===== src/rtl/dsa_pkg.sv =====
package dsa_pkg;

   localparam logic [1:0] ACTION_ALLOC = 2'd0;
   localparam logic [1:0] ACTION_FREE  = 2'd1;
   localparam logic [1:0] ACTION_LINK  = 2'd2;

   localparam int GROUP_SIZE = 32;
   localparam int GROUP_BITS = 5;
   localparam int CMD_DEPTH  = 2;
   localparam int RSP_DEPTH  = 2;

   localparam logic [8:0] ACTIVE_SIZE_RESET = 9'd256;

   typedef enum logic [1:0] {
      OP_ALLOC,
      OP_FREE,
      OP_LINK,
      OP_ACK
   } op_type;

   typedef enum logic [1:0] {
      BACK_IDLE,
      BACK_SCAN,
      BACK_WALK,
      BACK_ACK
   } back_state_type;

   typedef struct packed {
      logic [1:0] action;
      logic [4:0] count;
      logic [7:0] slot_index;
      logic [7:0] next_slot;
      logic       chained;
   } req_type;

   typedef struct packed {
      logic [7:0] granted_slot;
      logic       fail;
      logic       last;
   } rsp_type;

   typedef struct packed {
      op_type     op;
      logic [4:0] count;
      logic [7:0] slot_index;
      logic [7:0] next_slot;
      logic       chained;
   } cmd_type;

endpackage


===== src/rtl/descriptor_slot_allocator_unit.sv =====
// Channel   Ports                              Transaction
// request   push, full, req_payload            push && !full
// response  pop, empty, rsp_payload            pop && !empty
// csr       csr_wr_en, csr_wr_data             csr_wr_en
//
// A request is registered in the command queue, and the engine takes it from there.
// Allocate: the engine scans 32-slot groups in order and grants one slot per step; groups
// are not revisited in a run, and a fail ends the run. Free: each visited slot is cleared,
// following the link memory read, then acked. Link and other codes respond from idle.
// Reset is synchronous and clears all marks at once. Outside a free walk the engine stalls
// while the response queue is full; requests still enter the queue.
module descriptor_slot_allocator_unit #(
   parameter int SLOT_COUNT  = 256,
   parameter int MAX_REQUEST = 16
) (
   input  logic             clock,
   input  logic             reset,
   input  logic             push,
   output logic             full,
   input  dsa_pkg::req_type req_payload,
   output logic             empty,
   input  logic             pop,
   output dsa_pkg::rsp_type rsp_payload,
   input  logic             csr_wr_en,
   input  logic [8:0]       csr_wr_data
);

   logic [8:0]       active_size_ff, active_size_in;
   logic             cmd_valid;
   logic             cmd_pop;
   dsa_pkg::cmd_type cmd;
   logic             rsp_push;
   logic             rsp_full;
   dsa_pkg::rsp_type rsp_data;

   assign active_size_in = csr_wr_en ? csr_wr_data : active_size_ff;

   always_ff @(posedge clock) begin
      if (reset) begin
         active_size_ff <= dsa_pkg::ACTIVE_SIZE_RESET;
      end else begin
         active_size_ff <= active_size_in;
      end
   end

   dsa_front #(
      .SLOT_COUNT  (SLOT_COUNT),
      .MAX_REQUEST (MAX_REQUEST)
   ) u_front (
      .clock       (clock),
      .reset       (reset),
      .push        (push),
      .full        (full),
      .req_payload (req_payload),
      .cmd_valid   (cmd_valid),
      .cmd_pop     (cmd_pop),
      .cmd         (cmd)
   );

   dsa_back #(
      .SLOT_COUNT (SLOT_COUNT)
   ) u_back (
      .clock       (clock),
      .reset       (reset),
      .cmd_valid   (cmd_valid),
      .cmd         (cmd),
      .cmd_pop     (cmd_pop),
      .active_size (active_size_ff),
      .rsp_ready   (!rsp_full),
      .rsp_push    (rsp_push),
      .rsp_data    (rsp_data)
   );

   dsa_fifo #(
      .ENTRY_TYPE (dsa_pkg::rsp_type),
      .DEPTH      (dsa_pkg::RSP_DEPTH)
   ) u_rsp_queue (
      .clock     (clock),
      .reset     (reset),
      .push      (rsp_push),
      .push_data (rsp_data),
      .full      (rsp_full),
      .pop       (pop),
      .pop_data  (rsp_payload),
      .empty     (empty)
   );

endmodule


===== src/rtl/dsa_fifo.sv =====
module dsa_fifo #(
   parameter type ENTRY_TYPE = logic,
   parameter int  DEPTH      = 2
) (
   input  logic      clock,
   input  logic      reset,
   input  logic      push,
   input  ENTRY_TYPE push_data,
   output logic      full,
   input  logic      pop,
   output ENTRY_TYPE pop_data,
   output logic      empty
);

   localparam int PTR_W = (DEPTH > 1) ? $clog2(DEPTH) : 1;
   localparam int CNT_W = $clog2(DEPTH + 1);

   ENTRY_TYPE        entries_ff [DEPTH];
   logic [PTR_W-1:0] wr_ptr_ff, wr_ptr_in;
   logic [PTR_W-1:0] rd_ptr_ff, rd_ptr_in;
   logic [CNT_W-1:0] count_ff, count_in;
   logic             do_push, do_pop;

   assign full     = (count_ff == CNT_W'(DEPTH));
   assign empty    = (count_ff == '0);
   assign do_push  = push && !full;
   assign do_pop   = pop && !empty;
   assign pop_data = entries_ff[rd_ptr_ff];

   always_comb begin
      wr_ptr_in = wr_ptr_ff;
      rd_ptr_in = rd_ptr_ff;
      if (do_push) begin
         wr_ptr_in = (wr_ptr_ff == PTR_W'(DEPTH - 1)) ? '0 : wr_ptr_ff + 1'b1;
      end
      if (do_pop) begin
         rd_ptr_in = (rd_ptr_ff == PTR_W'(DEPTH - 1)) ? '0 : rd_ptr_ff + 1'b1;
      end
      count_in = count_ff + CNT_W'(do_push) - CNT_W'(do_pop);
   end

   always_ff @(posedge clock) begin
      if (reset) begin
         wr_ptr_ff <= '0;
         rd_ptr_ff <= '0;
         count_ff  <= '0;
      end else begin
         wr_ptr_ff <= wr_ptr_in;
         rd_ptr_ff <= rd_ptr_in;
         count_ff  <= count_in;
      end
   end

   always_ff @(posedge clock) begin
      if (do_push) begin
         entries_ff[wr_ptr_ff] <= push_data;
      end
   end

endmodule


===== src/rtl/dsa_front.sv =====
module dsa_front #(
   parameter int SLOT_COUNT  = 256,
   parameter int MAX_REQUEST = 16
) (
   input  logic             clock,
   input  logic             reset,
   input  logic             push,
   output logic             full,
   input  dsa_pkg::req_type req_payload,
   output logic             cmd_valid,
   input  logic             cmd_pop,
   output dsa_pkg::cmd_type cmd
);

   dsa_pkg::cmd_type cmd_new;
   logic             keep;
   logic             cmd_empty;

   always_comb begin
      cmd_new.op         = dsa_pkg::OP_ACK;
      cmd_new.count      = req_payload.count;
      cmd_new.slot_index = req_payload.slot_index;
      cmd_new.next_slot  = req_payload.next_slot;
      cmd_new.chained    = req_payload.chained;
      keep               = 1'b1;
      case (req_payload.action)
         dsa_pkg::ACTION_ALLOC: begin
            cmd_new.op = dsa_pkg::OP_ALLOC;
            // A request for no slots is not queued and produces no response.
            if (req_payload.count == 5'd0) begin
               keep = 1'b0;
            end
            if (32'(req_payload.count) > MAX_REQUEST) begin
               cmd_new.count = 5'(MAX_REQUEST);
            end
         end
         dsa_pkg::ACTION_FREE: begin
            cmd_new.op = dsa_pkg::OP_FREE;
         end
         dsa_pkg::ACTION_LINK: begin
            if (32'(req_payload.slot_index) < SLOT_COUNT) begin
               cmd_new.op = dsa_pkg::OP_LINK;
            end
         end
         default: begin
            cmd_new.op = dsa_pkg::OP_ACK;
         end
      endcase
   end

   dsa_fifo #(
      .ENTRY_TYPE (dsa_pkg::cmd_type),
      .DEPTH      (dsa_pkg::CMD_DEPTH)
   ) u_cmd_queue (
      .clock     (clock),
      .reset     (reset),
      .push      (push && keep),
      .push_data (cmd_new),
      .full      (full),
      .pop       (cmd_pop),
      .pop_data  (cmd),
      .empty     (cmd_empty)
   );

   assign cmd_valid = !cmd_empty;

endmodule


===== src/rtl/dsa_back.sv =====
module dsa_back #(
   parameter int SLOT_COUNT = 256
) (
   input  logic             clock,
   input  logic             reset,
   input  logic             cmd_valid,
   input  dsa_pkg::cmd_type cmd,
   output logic             cmd_pop,
   input  logic [8:0]       active_size,
   input  logic             rsp_ready,
   output logic             rsp_push,
   output dsa_pkg::rsp_type rsp_data
);

   localparam int GB     = dsa_pkg::GROUP_BITS;
   localparam int IDX_W  = $clog2(SLOT_COUNT);
   localparam int NGROUP = (SLOT_COUNT + dsa_pkg::GROUP_SIZE - 1) / dsa_pkg::GROUP_SIZE;
   localparam int GRP_W  = (NGROUP > 1) ? $clog2(NGROUP) : 1;
   localparam int PAD_W  = NGROUP * dsa_pkg::GROUP_SIZE;
   localparam int SZ_W   = ($clog2(SLOT_COUNT + 1) > 9) ? $clog2(SLOT_COUNT + 1) : 9;
   localparam int POS_W  = GRP_W + GB;

   dsa_pkg::back_state_type state_ff, state_in;
   logic [SLOT_COUNT-1:0]   busy_ff, busy_in;
   logic [SLOT_COUNT-1:0]   chain_ff, chain_in;
   logic [GRP_W-1:0]        group_ff, group_in;
   logic [4:0]              remain_ff, remain_in;
   logic [7:0]              head_ff, head_in;
   logic                    first_ff, first_in;
   logic [SZ_W-1:0]         steps_ff, steps_in;

   logic [7:0]              link_mem [SLOT_COUNT];
   logic [7:0]              link_rd_ff;
   logic                    link_rd_en;
   logic                    link_wr_en;

   logic [SZ_W-1:0]         size_eff;
   logic [PAD_W-1:0]        busy_pad;
   logic [dsa_pkg::GROUP_SIZE-1:0] free_bits;
   logic                    found;
   logic [GB-1:0]           pos;
   logic [POS_W-1:0]        grant_pos;
   logic [IDX_W-1:0]        grant_idx;
   logic                    group_end;
   logic [7:0]              cur;
   logic                    cur_ok;
   logic [IDX_W-1:0]        cur_idx;
   logic [SZ_W-1:0]         steps_next;
   logic [IDX_W-1:0]        link_idx;

   always_comb begin
      if (active_size == 9'd0) begin
         size_eff = SZ_W'(1);
      end else if (32'(active_size) > SLOT_COUNT) begin
         size_eff = SZ_W'(SLOT_COUNT);
      end else begin
         size_eff = SZ_W'(active_size);
      end
   end

   always_comb begin
      busy_pad                   = '1;
      busy_pad[SLOT_COUNT-1:0]   = busy_ff;
   end

   always_comb begin
      logic [POS_W-1:0] slot_pos;
      for (int k = 0; k < dsa_pkg::GROUP_SIZE; k++) begin
         slot_pos     = {group_ff, GB'(k)};
         free_bits[k] = !busy_pad[slot_pos] && (32'(slot_pos) < 32'(size_eff));
      end
   end

   always_comb begin
      found = 1'b0;
      pos   = '0;
      for (int k = dsa_pkg::GROUP_SIZE - 1; k >= 0; k--) begin
         if (free_bits[k]) begin
            found = 1'b1;
            pos   = GB'(k);
         end
      end
   end

   assign grant_pos  = {group_ff, pos};
   assign grant_idx  = IDX_W'(grant_pos);
   assign group_end  = (32'({group_ff, GB'(0)}) + dsa_pkg::GROUP_SIZE) >= 32'(size_eff);

   assign cur        = first_ff ? head_ff : link_rd_ff;
   assign cur_ok     = 32'(cur) < SLOT_COUNT;
   assign cur_idx    = IDX_W'(cur);
   assign steps_next = steps_ff + 1'b1;
   assign link_idx   = IDX_W'(cmd.slot_index);

   always_comb begin
      state_in   = state_ff;
      busy_in    = busy_ff;
      chain_in   = chain_ff;
      group_in   = group_ff;
      remain_in  = remain_ff;
      head_in    = head_ff;
      first_in   = first_ff;
      steps_in   = steps_ff;
      cmd_pop    = 1'b0;
      rsp_push   = 1'b0;
      rsp_data   = '0;
      link_rd_en = 1'b0;
      link_wr_en = 1'b0;
      case (state_ff)
         dsa_pkg::BACK_IDLE: begin
            if (cmd_valid && rsp_ready) begin
               cmd_pop = 1'b1;
               case (cmd.op)
                  dsa_pkg::OP_ALLOC: begin
                     group_in  = '0;
                     remain_in = cmd.count;
                     state_in  = dsa_pkg::BACK_SCAN;
                  end
                  dsa_pkg::OP_FREE: begin
                     head_in  = cmd.slot_index;
                     first_in = 1'b1;
                     steps_in = '0;
                     state_in = dsa_pkg::BACK_WALK;
                  end
                  dsa_pkg::OP_LINK: begin
                     chain_in[link_idx] = cmd.chained;
                     link_wr_en         = 1'b1;
                     rsp_push           = 1'b1;
                     rsp_data.last      = 1'b1;
                  end
                  default: begin
                     rsp_push      = 1'b1;
                     rsp_data.last = 1'b1;
                  end
               endcase
            end
         end
         dsa_pkg::BACK_SCAN: begin
            if (rsp_ready) begin
               if (found) begin
                  // Every slot below a grant is busy, so the run resumes in this group.
                  busy_in[grant_idx]    = 1'b1;
                  rsp_push              = 1'b1;
                  rsp_data.granted_slot = 8'(grant_pos);
                  rsp_data.last         = (remain_ff == 5'd1);
                  remain_in             = remain_ff - 1'b1;
                  if (remain_ff == 5'd1) begin
                     state_in = dsa_pkg::BACK_IDLE;
                  end
               end else if (group_end) begin
                  rsp_push      = 1'b1;
                  rsp_data.fail = 1'b1;
                  rsp_data.last = 1'b1;
                  state_in      = dsa_pkg::BACK_IDLE;
               end else begin
                  group_in = group_ff + 1'b1;
               end
            end
         end
         dsa_pkg::BACK_WALK: begin
            if (!cur_ok) begin
               state_in = dsa_pkg::BACK_ACK;
            end else begin
               busy_in[cur_idx] = 1'b0;
               steps_in         = steps_next;
               if (!chain_ff[cur_idx] || (steps_next >= size_eff)) begin
                  state_in = dsa_pkg::BACK_ACK;
               end else begin
                  link_rd_en = 1'b1;
                  first_in   = 1'b0;
               end
            end
         end
         dsa_pkg::BACK_ACK: begin
            if (rsp_ready) begin
               rsp_push      = 1'b1;
               rsp_data.last = 1'b1;
               state_in      = dsa_pkg::BACK_IDLE;
            end
         end
         default: begin
            state_in = dsa_pkg::BACK_IDLE;
         end
      endcase
   end

   always_ff @(posedge clock) begin
      if (reset) begin
         state_ff <= dsa_pkg::BACK_IDLE;
         busy_ff  <= '0;
         chain_ff <= '0;
      end else begin
         state_ff <= state_in;
         busy_ff  <= busy_in;
         chain_ff <= chain_in;
      end
   end

   always_ff @(posedge clock) begin
      group_ff  <= group_in;
      remain_ff <= remain_in;
      head_ff   <= head_in;
      first_ff  <= first_in;
      steps_ff  <= steps_in;
   end

   always_ff @(posedge clock) begin
      if (link_wr_en) begin
         link_mem[link_idx] <= cmd.next_slot;
      end
      if (link_rd_en) begin
         link_rd_ff <= link_mem[cur_idx];
      end
   end

endmodule


===== config.mk =====
export PLATFORM = sky130hd
export DESIGN_NAME = descriptor_slot_allocator_unit
export DESIGN_NICKNAME = d
export VERILOG_FILES = /design/src/rtl/dsa_pkg.sv /design/src/rtl/descriptor_slot_allocator_unit.sv /design/src/rtl/dsa_fifo.sv /design/src/rtl/dsa_front.sv /design/src/rtl/dsa_back.sv
export SDC_FILE = /design/constraint.sdc
export NUM_CORES = 2
export LEC_CHECK = 0
export CORE_UTILIZATION = 45
export CTS_BUF_LIST = sky130_fd_sc_hd__clkbuf_2 sky130_fd_sc_hd__clkbuf_4 sky130_fd_sc_hd__clkbuf_8
export DETAILED_ROUTE_END_ITERATION = 6
export DONT_BUFFER_PORTS = 1
export GPL_ROUTABILITY_DRIVEN = 1
export HOLD_SLACK_MARGIN = 0.02
export RECOVER_POWER = 100
export SETUP_SLACK_MARGIN = 0.4
export SYNTH_ARGS = -nofsm -noshare
export SYNTH_HDL_FRONTEND = slang
export SYNTH_HIERARCHICAL = 1
export SYNTH_SLANG_ARGS = --single-unit

===== constraint.sdc =====
create_clock -name clock -period 5.5 [get_ports clock]
set_input_delay 1.1 -clock clock [delete_from_list [all_inputs] [get_ports clock]]
set_output_delay 1.1 -clock clock [all_outputs]
set_load 0.1 [all_outputs]

# Word-level counts from Yosys, hierarchy flattened
# Memory sizes are Yosys's and may differ from the RTL's. A register that Yosys moved wholly into a read port is not among the register bits.
# Index checks and enable logic that the tools add are counted.
# op_classes
add_sub_neg	12
magnitude_cmp	74
n_eq_ne	23
mux	210
bitwise_logic	3
n_reduce_logical	98
# op_table
operator	count
256-bit 2-to-1 mux	2
256-bit case mux with 2 select lines	1
8-bit by 9-bit < comparator with 1-bit output (second input constant)	35
8-bit by 9-bit < comparator with 1-bit output	32
256-bit AND	1
256-bit bitwise mux	1
256-bit inverter	1
256-bit OR	1
5-bit 2-to-1 mux	38
1-bit 2-to-1 mux	102
1-bit binary-select mux with 3-bit select	32
9-bit 2-to-1 mux	5
1-bit logical AND	41
1-bit logical NOT	37
32-bit by 9-bit >= comparator with 1-bit output	1
1-bit demux with 8-bit select	3
8-bit by 1-bit >= comparator with 1-bit output (second input constant)	3
9-bit case mux with 2 select lines	1
2-bit 2-to-1 mux	8
8-bit 2-to-1 mux	2
3-bit 2-to-1 mux	5
2-bit != test (second input constant)	7
2-bit equality test (second input constant)	6
3-bit AND reduction	4
34 further kinds	51
# word_totals
regBits	557
ramBits	2116
out_inout_bits	12
elab_cells	438
n_memories	3
# memory_table
name	depth	word_bits	read_ports	rd_clocked_by_memory_dff	wr	line	text
u_back.link_mem	256	8	1	1	1	dsa_back.sv:32	logic [7:0] link_mem [SLOT_COUNT];
u_front.u_cmd_queue.entries_ff	2	24	1	1	1	dsa_fifo.sv:18	ENTRY_TYPE entries_ff [DEPTH];
u_rsp_queue.entries_ff	2	10	1	1	1	dsa_fifo.sv:18	

# Longest topological paths before layout
# depth
ltp_word	45
ltp_mapped	26
ltp_nobuf	19

# By module
# The synthesis kept the hierarchy.
# modules_own_cells
module	n_inst	cells_per_inst	area_each_um2
dsa_back	1	6953	106173.1
dsa_fifo (u_front.u_cmd_queue)	1	102	1965.6
dsa_fifo (u_rsp_queue)	1	58	953.4
descriptor_slot_allocator_unit	1	30	327.8
dsa_front	1	12	71.3

# Worst setup path before layout
# No wires, ideal clock.
# synth_timing
path_type	flip-flop to flip-flop
from	reg u_back.group_ff[0]
to	reg u_rsp_queue.count_ff[1]
setup_ps	114
arrival_ps	4700
path_slack_ps	687
path_stages_with_launch	25
path_buffers	7
path_cell_list	edfxtp_1 buf_6 buf_12 buf_12 buf_12 buf_6 buf_6 clkinv_1 ha_1 nand4bb_1 buf_2 or4_1 a32oi_2 o211ai_1 nor4_1 nand3_1 nor2_1 o21ai_0 nand2_1 ha_1 inv_1 ha_1 xor2_1 and2_1 nor3_1
# synth_via
elab_chain_cells	42
# synth_rtl
element	line	text
from (decl)	dsa_back.sv:26	logic [GRP_W-1:0] group_ff, group_in;
from (signal assigned)	dsa_back.sv:200	group_ff <= group_in;
parallel branches: the longest is 36 deep, another holds 8-bit by 9-bit < comparator with 1-bit output	--	
1-bit 2-to-1 mux (*)	dsa_back.sv:140	if (found) begin
1-bit 2-to-1 mux (*)	dsa_back.sv:139	if (rsp_ready) begin
1-bit case mux with 3 select lines (*)	dsa_back.sv:109	case (state_ff)
named net rsp_push	descriptor_slot_allocator_unit.sv:32	logic rsp_push;
1-bit logical AND (*)	dsa_fifo.sv:26	assign do_push = push && !full;
2-bit by 1-bit adder with 2-bit output (*)	dsa_fifo.sv:39	count_in = count_ff + CNT_W'(do_push) - CNT_W'(do_pop);
2-bit by 1-bit subtractor with 2-bit output (*)	dsa_fifo.sv:39	
to (signal assigned)	dsa_fifo.sv:50	count_ff <= count_in;
to (decl)	dsa_fifo.sv:21	logic [CNT_W-1:0] count_ff, count_in;
# Mark *: on every way through the listed nets, which the timed path passes. The select of a mux whose other input is x is not followed.
# A chain may end at the register's enable or synchronous reset.

==> run metrics <==
Leakage slightly below 40 nW; number of H-tree levels 5; Final setup viols 0; I/O pin count 50; maximum VDD drop ~0.35 mV; routed length on met2 150 mm; Nets 7400; Place WS 441 ps; Slew Viols, Final 1238; summed negative setup slack over all endpoints 0 ps; Reg clk slew, reported paths roughly 60 ps; maximum clock rate 0.192 GHz; reg-to-reg endpoint u_back/link_mem[202][3]; Post-Syn Nets a little over 7000; post-synthesis xor/xnor area fraction 0.00120; share of the synthesized area in compound gates (AO/OA/AOI/OAI) 0.0775; Floorplan Core Area approximately 0.24 mm²; Yosys reg bits 2683; number of DRC violations after detailed routing 0; CP endpoint kind flop; half-perimeter wire length after detailed placement roughly 190 mm; Initial Utilization 0.454; count of different cell masters after synthesis 103; period utilization 0.949; Die Area 0.245 mm²; maximum buffer depth of the clock tree 4; top cells by area, synth sky130_fd_sc_hd__edfxtp_1, sky130_fd_sc_hd__mux4_2, sky130_fd_sc_hd__dfxtp_1; antenna violation net count after detailed routing 0; CP top delay family simple AND/OR/NAND/NOR gates; number of buffers added by the clock tree synthesis step about 440; GRT Residual Overflow 0; number of optimization iterations in the first detailed-route pass 6; root buf cell sky130_fd_sc_hd__clkbuf_8; result of the run finished with violations; Startpoint Class flop; Chip Width between 400 and 500 µm; Critical Path Slowest Stage Cell sky130_fd_sc_hd__nor2_1; Final Worst Setup Slack 280 ps; clock skew about 71 ps; flip-flop cell with the highest count after synthesis sky130_fd_sc_hd__edfxtp_1; Sink Count around 2700; utilization of the core after routing 0.509; Post-Synthesis Mean Instance Area around 15 µm²; combinational family with the most area after synthesis multiplexers; count of flip-flops with a built-in enable after synthesis about 2200; initial antenna violation count 8; max-cap violations 18; synthesized instance count a little over 7000; total power ~54 mW; HP Class input pin to flop; std cell rows 180; final-report hold violation count 0; Mapped Area between 0.1 and 0.15 mm²; routed len/inst 29.7 µm; minimum period implied by the final worst setup slack approximately 5200 ps; hold slack final 72.7 ps; Post-Route WL around 320 mm; Req. time, crit path between 6000 and 7000 ps; number of cells traversed by the worst register-to-register path 8; leading area contributor after synthesis sky130_fd_sc_hd__edfxtp_1; critical path type flop to flop; Buffers on Ports 0; share of synthesized area occupied by flip-flops and latches 0.687; TritonCTS clock tree yes; worst skew pair latency about 1200 ps; top cell types by occurrence after synthesis sky130_fd_sc_hd__edfxtp_1, sky130_fd_sc_hd__nand2_1, sky130_fd_sc_hd__mux4_2; simple logic cell fraction of the synthesized area 0.0681; violations in the final reports max-capacitance violations, max-slew violations; Max-Slew Margin vs Limit -1.83; setup repair after global routing missed its margin yes; Buffers & Inverters on Critical Path 3; worst min-delay path startpoint reset; vertical die dimension slightly below 500 µm; post-synth top area share 0.590; GR Util All Layers 0.261; critical path data arrival time 5910 ps; async set or reset register ratio after synthesis 0; number of cells on the worst hold path 1; post-route met1 wirelength 132 mm; share of layout cells above drive strength 1 0.211; mux share of post-synthesis cell area 0.141; DR vias slightly below 70000; cell with the most instances after synthesis sky130_fd_sc_hd__edfxtp_1; detailed route wirelength on metal3 29.4 mm; maximum number of pins on one net before global-route repair ~330; Worst Path Max Fanout 32; number of DRC markers after the initial detailed-route iteration 8033; global-route wire length before repair approximately 470 mm; reg-to-reg setup timing slack between 200 and 300 ps; adder-cell area share of the yosys netlist 0.00286; RD Place Congestion around 0.93; worst-case hold path end point u_front/u_cmd_queue/wr_ptr_ff; area delta synth->final 12.1%; Fillers ~20000; top metal layer carrying routed signals met5; number of vias per cell between 6 and 7; Worst Max-Slew Pin Slew between 4000 and 5000 ps; Yosys warning total 6; Cell Pwr Density between 400 and 500 mW/mm²; delay contributed by the slowest stage of the critical path 1300 ps; sequence of cells on the critical path buf_4 > mux2_1 > nand3b_1 > clkbuf_1 > nor3b_1 > nand2_2 > clkbuf_2 > nor2_1; number of global-route vias before repair ~67000
[kinds of logic (layout without fill, tap and decap cells)]
| logic type | after synthesis | after routing |
|---|---|---|
| simple gates | 1717 | 1717 |
| fa+ha+maj | 25 | 25 |
| other cells | 0 | 9 |
| flops | 2683 | 2683 |
| buf+inv | 571 | 1112 |
| compound gates | 1376 | 1376 |
| xor+xnor | 15 | 15 |
| mux | 768 | 769 |
[metal layers]
layer,track usage,vias up
li1,-,28500
met1,0.363,35200
met2,0.404,3385
met3,0.0549,684
met4,0.0975,4
met5,0,-
[final cells by class]
class | instances | area [µm²] | area share
clock inverter | 146 | 980 | 0.00798
antenna | 9 | 22.5 | 0.000184
sequential | 2683 | 75200 | 0.613
tap | 3185 | 3990 | 0.0325
inverter | 25 | 98.8 | 0.000806
clock buffer | 657 | 8010 | 0.0653
timing repair buffer | 284 | 2400 | 0.0196
multi-input combinational | 3902 | 32000 | 0.260
[flip-flops by register name, indices dropped and copies added (netlist names), 3 cells and up, named ones only]
register	count
u_back/head_ff	8
u_back/remain_ff	5
u_front/u_cmd_queue/entries_ff	48
u_back/link_mem	2048
u_back/group_ff	3
u_back/chain_ff	256
active_size_ff	9
u_back/steps_ff	9
u_rsp_queue/entries_ff	20
u_back/busy_ff	256
u_back/link_rd_ff	8
[placed cells by master (no fill, tap or decap), drive strengths merged, types with 20 or more instances in the layout]
cell type    Yosys  final
edfxtp        2150   2150
nand2          871    871
clkbuf         372    719
mux4           615    615
dfxtp          533    533
o21ai          480    480
nor2           375    375
a21oi          346    346
o211ai         232    232
buf            174    202
nand3          197    197
clkinv           3    126
mux2i          104    104
and3            78     78
o31ai           66     66
a311oi          58     58
mux2            49     50
nor3            41     41
o22ai           29     29
inv             22     28
a211oi          26     26
ha              25     25
nand4           24     24
nor2b           24     24
and2            23     23
a31oi           21     21
a22oi           20     20
dlygate4sd3      0     20
[report_power, final]
part           switching [mW]  leakage [nW]  total (mW)  internal, mW
Sequential              0.147          23.6        24.1          24.0
Clock                    7.91          4.80        17.8          9.86
Combinational            8.64          10.5        11.9          3.31
Total                    16.7          38.9        53.8          37.1
[worst max-delay path by stage]
stage | cells after the start | end | slack [ps] | from
2_1_floorplan | 24 | u_rsp_queue/count_ff[1] | 690 | u_back/group_ff[0]
3_3_place_gp | 11 | u_back/link_rd_ff[0] | 440 | u_back/first_ff
3_5_place_dp | 11 | u_back/link_rd_ff[0] | 440 | u_back/first_ff
4_1_cts | 11 | u_back/link_rd_ff[0] | 420 | u_back/first_ff
5_1_grt | 17 | u_rsp_queue/count_ff[1] | 200 | u_back/group_ff[0]
6_report | 8 | u_back/link_mem[202][3] | 280 | flop
[worst reg2reg max path: cells and delay by family, from the launching register on]
family / cells / cell delay [ps]
AND/OR/NAND/NOR: 4 / 2320
flip-flops: 1 / 340
multiplexers: 1 / 340
buffers and inverters: 3 / 1800
[repair_timing]
item / 4_1_cts / 5_1_grt
setup endpoints to repair: 0 / 37
setup buffers: 0 / 5
endpoints found under the hold margin: 39 / 0
gates resized for setup: 0 / 4
hold buffers: 20 / 0
[metrics by stage]
step           cells  instance area (µm²)
6_report       10900               123000
5_1_grt        10900               123000
4_1_cts        10900               123000
3_5_place_dp   10100               114000
3_3_place_gp   10100               114000
2_1_floorplan   7155               109000
(Power assumes the default switching activity.)
